[src/design/tapc_pkg.sv]
// Shared types and constants for the three-axis PID controller.
package tapc_pkg;

  localparam int unsigned FRAC_BITS = 12;
  localparam int unsigned AXES      = 3;
  localparam int unsigned DATA_W    = 32;
  localparam int unsigned PROD_W    = 2 * DATA_W;
  localparam int unsigned ADDR_W    = 5;

  typedef logic signed [DATA_W-1:0] word_t;

  typedef enum logic [2:0] {
    REG_GAIN_P   = 3'd0,
    REG_GAIN_I   = 3'd1,
    REG_GAIN_D   = 3'd2,
    REG_TARGET_X = 3'd3,
    REG_TARGET_Y = 3'd4,
    REG_TARGET_Z = 3'd5
  } tapc_reg_t;

  typedef struct packed {
    logic acc;
    logic adv;
  } tapc_lane_ctrl_t;

  typedef struct packed {
    word_t d;
    word_t i;
    word_t p;
  } tapc_terms_t;

endpackage

[src/design/tapc_merge.sv]
// Adds each lane's terms into its drive and holds the result in the output register.
module tapc_merge (
  input  logic                                        clk,
  input  logic                                        rst_n,
  input  logic                                        terms_valid,
  input  tapc_pkg::tapc_terms_t [tapc_pkg::AXES-1:0]  terms,
  output logic                                        terms_ready,
  output logic                                        out_tvalid,
  input  logic                                        out_tready,
  output logic [tapc_pkg::AXES*tapc_pkg::DATA_W-1:0]  out_tdata
);

  logic out_valid_r;
  logic [tapc_pkg::AXES*tapc_pkg::DATA_W-1:0] out_data_r;
  logic [tapc_pkg::AXES*tapc_pkg::DATA_W-1:0] out_data_nxt;

  assign terms_ready = !out_valid_r || out_tready;

  always_comb begin
    for (int a = 0; a < tapc_pkg::AXES; a++) begin
      out_data_nxt[a*tapc_pkg::DATA_W +: tapc_pkg::DATA_W] =
        terms[a].p + terms[a].i + terms[a].d;
    end
  end

  always_ff @(posedge clk) begin
    if (!rst_n) begin
      out_valid_r <= 1'b0;
    end else if (terms_ready) begin
      out_valid_r <= terms_valid;
    end
  end

  always_ff @(posedge clk) begin
    if (terms_ready && terms_valid) begin
      out_data_r <= out_data_nxt;
    end
  end

  assign out_tvalid = out_valid_r;
  assign out_tdata  = out_data_r;

endmodule

[config.mk]
export PLATFORM = sky130hd
export DESIGN_NAME = tapc_merge
export DESIGN_NICKNAME = d
export VERILOG_FILES = /design/src/design/tapc_pkg.sv /design/src/design/tapc_merge.sv
export SDC_FILE = /design/constraint.sdc
export NUM_CORES = 1
export LEC_CHECK = 0
export BUFFER_PORTS_ARGS = -buffer_cell sky130_fd_sc_hd__buf_2
export CORE_AREA = 2 2 152 154
export CTS_BUF_LIST = sky130_fd_sc_hd__clkbuf_8
export DETAILED_ROUTE_END_ITERATION = 6
export DIE_AREA = 0 0 154 156
export PLACE_DENSITY = 0.79
export SLEW_MARGIN = 10
export SYNTH_ARGS = -nofsm -noshare
export SYNTH_HDL_FRONTEND = slang
export SYNTH_SLANG_ARGS = --single-unit
[constraint.sdc]
create_clock -name clk -period 3.3 [get_ports clk]
set_input_delay 0.66 -clock clk [delete_from_list [all_inputs] [get_ports clk]]
set_output_delay 0.66 -clock clk [all_outputs]
set_load 0.01 [all_outputs]
[Word-level counts from Yosys, hierarchy flattened]
Index checks and enable logic that the tools add are counted.
W data, S select, Z words.
Operators by class
  $add $sub $neg: 6
  reductions and logical operators: 3
Operators with widths (count)
  $add A32 B32 Y32: 6
  $logic_and A1 B1 Y1: 1
  $logic_not A1 Y1: 1
  $logic_or A1 B1 Y1: 1
Storage, ports and cells
  register bits: 97
  output and inout bits: 98

[Logic depth before layout (Yosys ltp)]
Gate-level depths: netlist (run 1).
  word-level depth: 3
  depth in mapped cells: 13
  gate-level depth less buffers: 13

[Worst setup path before layout (run 1)]
OpenSTA, ideal clock, no wires.
  path type: in2reg
  start: input out_tready
  end: register out_data_r (netlist bit out_tdata[0]), enable pin
  slack: -0.260 ns
  arrival: 3.094 ns
  path buffers: 0
  data required time: 2.834 ns
  stages: 2
  path through: nand2b_1 > and2_1
On the way
  word-level cells in the longest chain between the ends: 2
Ends and longest elaborated chain
  start: declaration: line tapc_merge.sv:9  | input logic out_tready,
  $logic_or A1 B1 Y1: line tapc_merge.sv:17  | assign terms_ready = !out_valid_r || out_tready;
  $logic_and A1 B1 Y1: line tapc_merge.sv:35  | if (terms_ready && terms_valid) begin
  end signal: assignment: line tapc_merge.sv:36  | out_data_r <= out_data_nxt;
  end: declaration: line tapc_merge.sv:14  | logic [tapc_pkg::AXES*tapc_pkg::DATA_W-1:0] out_data_r;
Every way passes these cells.
A chain may end at the register's enable or synchronous reset.

[Worst setup path after layout (run 1)]
  start: input terms[194] (netlist name)
  end: register out_data_r (netlist bit out_tdata[94]), data pin
On the way
  word-level cells in the longest chain between the ends: 2
Ends and longest elaborated chain
  start: declaration: line tapc_merge.sv:6  | input tapc_pkg::tapc_terms_t [tapc_pkg::AXES-1:0] terms,
  $add A32 B32 Y32 (2 in series): line tapc_merge.sv:22  | terms[a].p + terms[a].i + terms[a].d;
  net out_data_nxt (one bit): line tapc_merge.sv:15  | logic [tapc_pkg::AXES*tapc_pkg::DATA_W-1:0] out_data_nxt;
The timed path passes the listed nets, and every way through them passes these cells.

==> results of run 1 <==
-- registers in the layout, summed over array words and instances, names as in the netlist --
signal / count
out_tdata: 96
out_tvalid: 1
-- routing by layer --
| metal | vias to the layer above | global-route usage | share of wire |
|---|---|---|---|
| met4 | 0 | 0.0881 | 0.032 |
| met2 | 378 | 0.404 | 0.51 |
| met5 | - | 0 | 0 |
| met1 | 4177 | 0.259 | 0.39 |
| li1 | 4229 | - | - |
| met3 | 51 | 0.0417 | 0.067 |
-- path summary, 6_finish.rpt --
kind	endpoint	cells after the start	slack [ns]
worst max-delay path	out_tdata[94]	12	0.11
worst min-delay path	out_tvalid	2	0.52
worst max register to register	out_tdata[29]	3	1.65
worst min register to register	out_tvalid	2	0.54
-- synthesized netlist by cell type, types with 3 or more instances --
cell      number
fa_1          96
buf_2          3
nor2_1        55
a211o_1        3
o21a_1         8
xor2_1        27
xnor2_1       61
nand2b_1      12
nand3_1       15
a211oi_2       4
o21ai_1        8
edfxtp_1      96
a21oi_1       92
nor2b_1        9
and3_1        12
o41ai_2        3
inv_1         32
nand4_1       17
a31oi_1       10
ha_1          90
o21bai_1       9
nand2_1       36
and2_1         5
o211ai_1       5
or3_1          5
a21o_1        41
nor3_1        13
o21ai_0       37
a211oi_1       9
clkbuf_1      18
-- logic make-up after synthesis --
kind of cell               Yosys count  synth area share
AOI/OAI and AO/OA                  264             0.182
and+or+nand+nor                    188            0.0977
adders and majority gates          186             0.317
DFF                                 97             0.302
xor gates and xnor gates            88            0.0801
buffers and inverters               54            0.0216
-- area by class of cell --
class / instances / area [um2]
fill: 1934 / 9390
timing repair buffer: 506 / 2840
sequential: 97 / 2900
clock buffer: 9 / 124
antenna: 1 / 2.50
inverter: 32 / 120
clock inverter: 6 / 58.8
tap: 285 / 357
multi-input combinational: 726 / 6570
-- timing repair --
item	CTS	global route
setup endpoints to repair	0	12
setup buffers	0	1
gates resized for setup	0	9
-- power groups by stage --
stage	clock network, mW	logic, mW	registers (mW)
after global placement	0	3.59	1.93
after global routing	0.860	4.08	1.93
after floorplan	0	1.99	2.09
final	0.792	3.74	1.91
after detailed placement	0	3.69	1.93
after CTS	0.815	3.71	1.91
-- stage by stage --
step           cell area (um2)  power, mW  hold WS (ns)  setup TNS, ns
2_1_floorplan             9650       4.08         0.609        -0.0742
4_1_cts                  12900       6.43         0.497              0
6_report                 13000       6.44         0.516              0
3_5_place_dp             12700       5.63         0.523          -7.66
3_3_place_gp             12700       5.53         0.512          -5.55
5_1_grt                  13000       6.88         0.504        -0.0327
-- placed cells by master, fill, tap and decap left out, drive strengths merged, types with 15 or more instances in the layout --
master    n
buf     506
edfxtp   96
fa       96
a21oi    93
ha       90
xnor2    61
nor2     56
o21ai    46
a21o     41
nand2    36
inv      33
xor2     27
nand4    17
nand3    15
-- worst reg2reg max path: stages, from the launching register on --
cell and delay [ns]:
dfxtp_1 0.32, nand2b_1 0.09, and2_4 0.44, buf_12 0.37
==> flow_summary.json, run 1 <==
{
  "power_switching_mw": 2.51,
  "cp.required_ns": 3.43,
  "synth.area.top_cells": "edfxtp_1 (30%), fa_1 (20%), ha_1 (12%), xnor2_1 (5.6%), a21oi_1 (4.8%)",
  "outcome": "finished, final reports clean",
  "synth_cell_type_count": 64,
  "grt_pass1_vias": 8749,
  "final_cells": 1662,
  "crit_start": "terms[194]",
  "drtIter0Drc": 416,
  "hold_class": "input port to flop",
  "synth_seq_cells": 97,
  "peakVddDrop_v": 0.000193,
  "switching_share": 0.390,
  "grt_overflow": 0,
  "hpwl_mm": 23.9,
  "period_share": 0.966,
  "gp_congestion": 0.939,
  "max_freq_mhz": 314,
  "rsz0062_at_grt": "true",
  "max-slew-margin-rel": 0.695,
  "ant_nets": 0,
  "postCtsHoldBufs": 0,
  "cp_slowest_cell": "fa_1",
  "area_delta_synth_final_pct": 34.8,
  "maxCapViolCount": 0,
  "worst_pin_slew_ns": 0.452,
  "grt_pass1_wl_mm": 42.2,
  "yosys.area.top_type_share": 0.300,
  "netlist_area_mm2": 0.00962,
  "hold_viol": 0,
  "clockPowerShare": 0.123,
  "clkTransAtPathRegs_ns": 0.11,
  "period_needed_ns": 3.19,
  "ioPinCount": 390,
  "synth-main-ff-cell": "edfxtp_1",
  "final_nets": 1850,
  "antenna_found_initial": 2,
  "crit_type": "input port to flop",
  "leakage_nw": 6.05,
  "p_seq_frac": 0.296,
  "chipWidth_um": 154,
  "dpl_worst_slack_ns": -0.323,
  "crit_path_max_incr_delay_ns": 0.54,
  "comb_power_share": 0.581,
  "cts_buffers": 9,
  "initial_core_util": 0.430,
  "crit_buf_inv": 2,
  "ys_warn_count": 0,
  "core_area_mm2": 0.0224,
  "portBuffers": 389,
  "grt_max_degree": 65,
  "clock_sinks": 97,
  "worstPathArrival_ns": 3.31,
  "yosys.area.top_type": "edfxtp_1",
  "utilization": 0.580,
  "setup_viol": 0,
  "clock-root-buffer": "clkbuf_8",
  "crit_family": "compound AO/OA/AOI/OAI gates",
  "dp.cells": 1645,
  "async_flop_share": 0,
  "p_int_mw": 3.93,
  "drt_pass1_iterations": 5,
  "rr_startpoint": "out_tvalid",
  "drv_slew": 0,
  "syn_area_per_cell_um2": 11.0,
  "synth_edf_count": 96,
  "row_count": 55,
  "clockBufferDepth": 2,
  "layout-drive-gt1-share": 0.403,
  "clock_skew_ns": 0.0206,
  "seq_area_frac_synth": 0.302,
  "viasPerCell": 5.32,
  "crit_path_start_kind": "input port",
  "insertion_delay_ns": 0.38,
  "cts_tree": "yes",
  "wire_per_inst_um": 16.8,
  "path_max_fanout": 3,
  "grt_use_total": 0.222,
  "die_h_um": 156,
  "crit_chain": "buf_2, fa_1, ha_1, a21oi_1, nand4b_1, a2111oi_2, buf_4, o21ai_1, nand2_1, a41oi_2, o221ai_1, xor2_1",
  "min_from": "rst_n",
  "pwr_density_cell_mw_per_mm2": 496,
  "syn-num-nets": 1355,
  "htree_levels": 3,
  "syn_inst": 877,
  "fin_ws_ns": 0.112,
  "wirelength_mm": 27.9,
  "die_area_mm2": 0.0240,
  "worst_setup_path_end_kind": "flop",
  "vias": 8835,
  "drc": 0
}
Power figures use the tool's default switching activity.
==> run 2: changes to the inputs <==
--- a/config.mk
+++ b/config.mk
@@ -6,11 +6,11 @@
 export NUM_CORES = 1
 export LEC_CHECK = 0
 export BUFFER_PORTS_ARGS = -buffer_cell sky130_fd_sc_hd__buf_2
-export CORE_AREA = 2 2 152 154
+export CORE_MARGIN = 2
+export CORE_UTILIZATION = 35
 export CTS_BUF_LIST = sky130_fd_sc_hd__clkbuf_8
 export DETAILED_ROUTE_END_ITERATION = 6
-export DIE_AREA = 0 0 154 156
-export PLACE_DENSITY = 0.79
+export PLACE_DENSITY = 0.67
 export SLEW_MARGIN = 10
 export SYNTH_ARGS = -nofsm -noshare
 export SYNTH_HDL_FRONTEND = slang
==> run 2 against run 1 <==
  * Via count shrank 2.1%
  * Clock skew fell by 0.0058 ns
  * Final cell count is 3.7% higher
  * Critical path depth rose by 1
  * First-iteration DRC count down 4.3%
  * Clock power is 0.6% higher
  * Sequential share of layout area is 0.19 points lower
  * Highest routed layer unchanged
  * Critical endpoint is now out_tdata[89]
  * Flip-flop and latch count unchanged
  * Worst hold slack improved by 0.012 ns
  * Core utilization fell by 9.4 points
  * Sequential power about the same
==> flow_summary.json, run 2 (synthesis results as in run 1) <==
{
  "outcome": "finished, final reports clean",
  "num_antenna_cells": 0,
  "mostFrequentLayoutCell": "buf_2",
  "row_count": 60,
  "cts_tree": "yes",
  "period_needed_ns": 3.17,
  "htree_levels": 3,
  "die_area_mm2": 0.0288,
  "max-slew-margin-rel": 0.625,
  "cp_slowest_cell": "fa_1",
  "dp.cells": 1708,
  "crit_chain": "buf_2, fa_1, ha_2, fa_2, a211oi_2, nor2_1, o31a_1, a21oi_2, buf_4, nor2_2, o41ai_4, o21ai_1, xor2_1",
  "hold_class": "input port to flop",
  "final_cell_mix": "buf_2 (389), buf_4 (122), edfxtp_1 (96)",
  "ioPinCount": 390,
  "clkTransAtPathRegs_ns": 0.10,
  "setup_viol": 0,
  "drv_slew": 0,
  "core_area_mm2": 0.0270,
  "path_max_fanout": 3,
  "insertion_delay_ns": 0.37,
  "gp_congestion": 0.877,
  "fin_ws_ns": 0.127,
  "worstPathArrival_ns": 3.29,
  "ant_nets": 0,
  "pwr_density_cell_mw_per_mm2": 491,
  "hold_viol": 0,
  "final_cells": 1723,
  "grt_pass1_vias": 8603,
  "die_h_um": 170,
  "period_share": 0.961,
  "vias": 8650,
  "portBuffers": 389,
  "leakage_nw": 6.08,
  "crit_type": "input port to flop",
  "final_nets": 1856,
  "clock_sinks": 97,
  "chipWidth_um": 170,
  "hpwl_mm": 24.0,
  "largest_reg_flops": 96,
  "layout-drive-gt1-share": 0.404,
  "viasPerCell": 5.02,
  "worst_pin_slew_ns": 0.562,
  "max_freq_mhz": 315,
  "area_delta_synth_final_pct": 36.0,
  "clock_skew_ns": 0.0148,
  "grt_max_degree": 97,
  "crit_path_start_kind": "input port",
  "crit_path_max_incr_delay_ns": 0.50,
  "antenna_found_initial": 0,
  "post_cts_buffers": 0,
  "clockBufferDepth": 2,
  "maxCapViolCount": 0,
  "worst_setup_path_end_kind": "flop",
  "cp.required_ns": 3.42,
  "initial_core_util": 0.357,
  "cts_buffers": 9,
  "drc": 0,
  "drt_pass1_iterations": 5,
  "wire_per_inst_um": 16.2,
  "drtIter0Drc": 398,
  "grt_use_total": 0.189,
  "peakVddDrop_v": 0.000229,
  "wirelength_mm": 27.9,
  "clock-root-buffer": "clkbuf_8",
  "grt_pass1_wl_mm": 42.5,
  "grt_overflow": 0,
  "dpl_worst_slack_ns": -0.347
}
## run 2: changes by cell type in the layout (fill, tap and decap cells not counted), sizes merged
cell and change:
clkinv -1, clkinvlp +1, diode -1, buf +6
## run 2: where the power goes
group          internal (mW)  switching [mW]
clock                  0.344           0.453
combinational           1.77            1.96
sequential              1.82          0.0868
total                   3.93            2.50
## run 2: worst max-delay path: cells and delay by family
| kind | cells | cell delay [ns] |
|---|---|---|
| buf+inv | 2 | 0.25 |
| compound gates | 5 | 1.02 |
| xor+xnor | 1 | 0.15 |
| simple gates | 2 | 0.14 |
| fa+ha+maj | 3 | 1.06 |
## run 2: cell type report
cell class | instances | area [um2]
Clock inverter | 6 | 61.3
Tap cell | 341 | 427
Sequential cell | 97 | 2900
Fill cell | 2500 | 13900
Clock buffer | 9 | 124
Timing Repair Buffer | 512 | 2880
Multi-Input combinational cell | 726 | 6570
Inverter | 32 | 120
## run 2: routing by layer
layer	wire [um]	global-route usage
met2	13900	0.338
met5	0	0
met1	11600	0.233
met3	1920	0.0340
met4	515	0.0509
## run 2: final timing paths
path,slack [ns],endpoint,start,cells after the start
max,0.13,out_tdata[89],terms[193],13
min,0.53,out_tvalid,rst_n,2
max reg2reg,1.86,out_tdata[77],out_tvalid,3
min reg2reg,0.54,out_tvalid,out_tvalid,2
## run 2: repair_timing
| action | 4_1_cts | 5_1_grt |
|---|---|---|
| resized for setup | 0 | 8 |
| endpoints found under the setup margin | 0 | 8 |
| hold buffers | 0 | 0 |
## run 2: per-stage QoR
step                 util  instance area (um2)  power [mW]  hold WS (ns)  TNS (ns)
global route        0.486                13100        6.94         0.497  -0.00571
CTS                 0.484                13100        6.48         0.503         0
detailed placement  0.477                12900        5.65         0.529     -6.79
floorplan               -                 9650        4.08         0.609   -0.0742
finish              0.486                13100        6.43         0.528         0
global placement    0.477                12900        5.60         0.523     -5.63
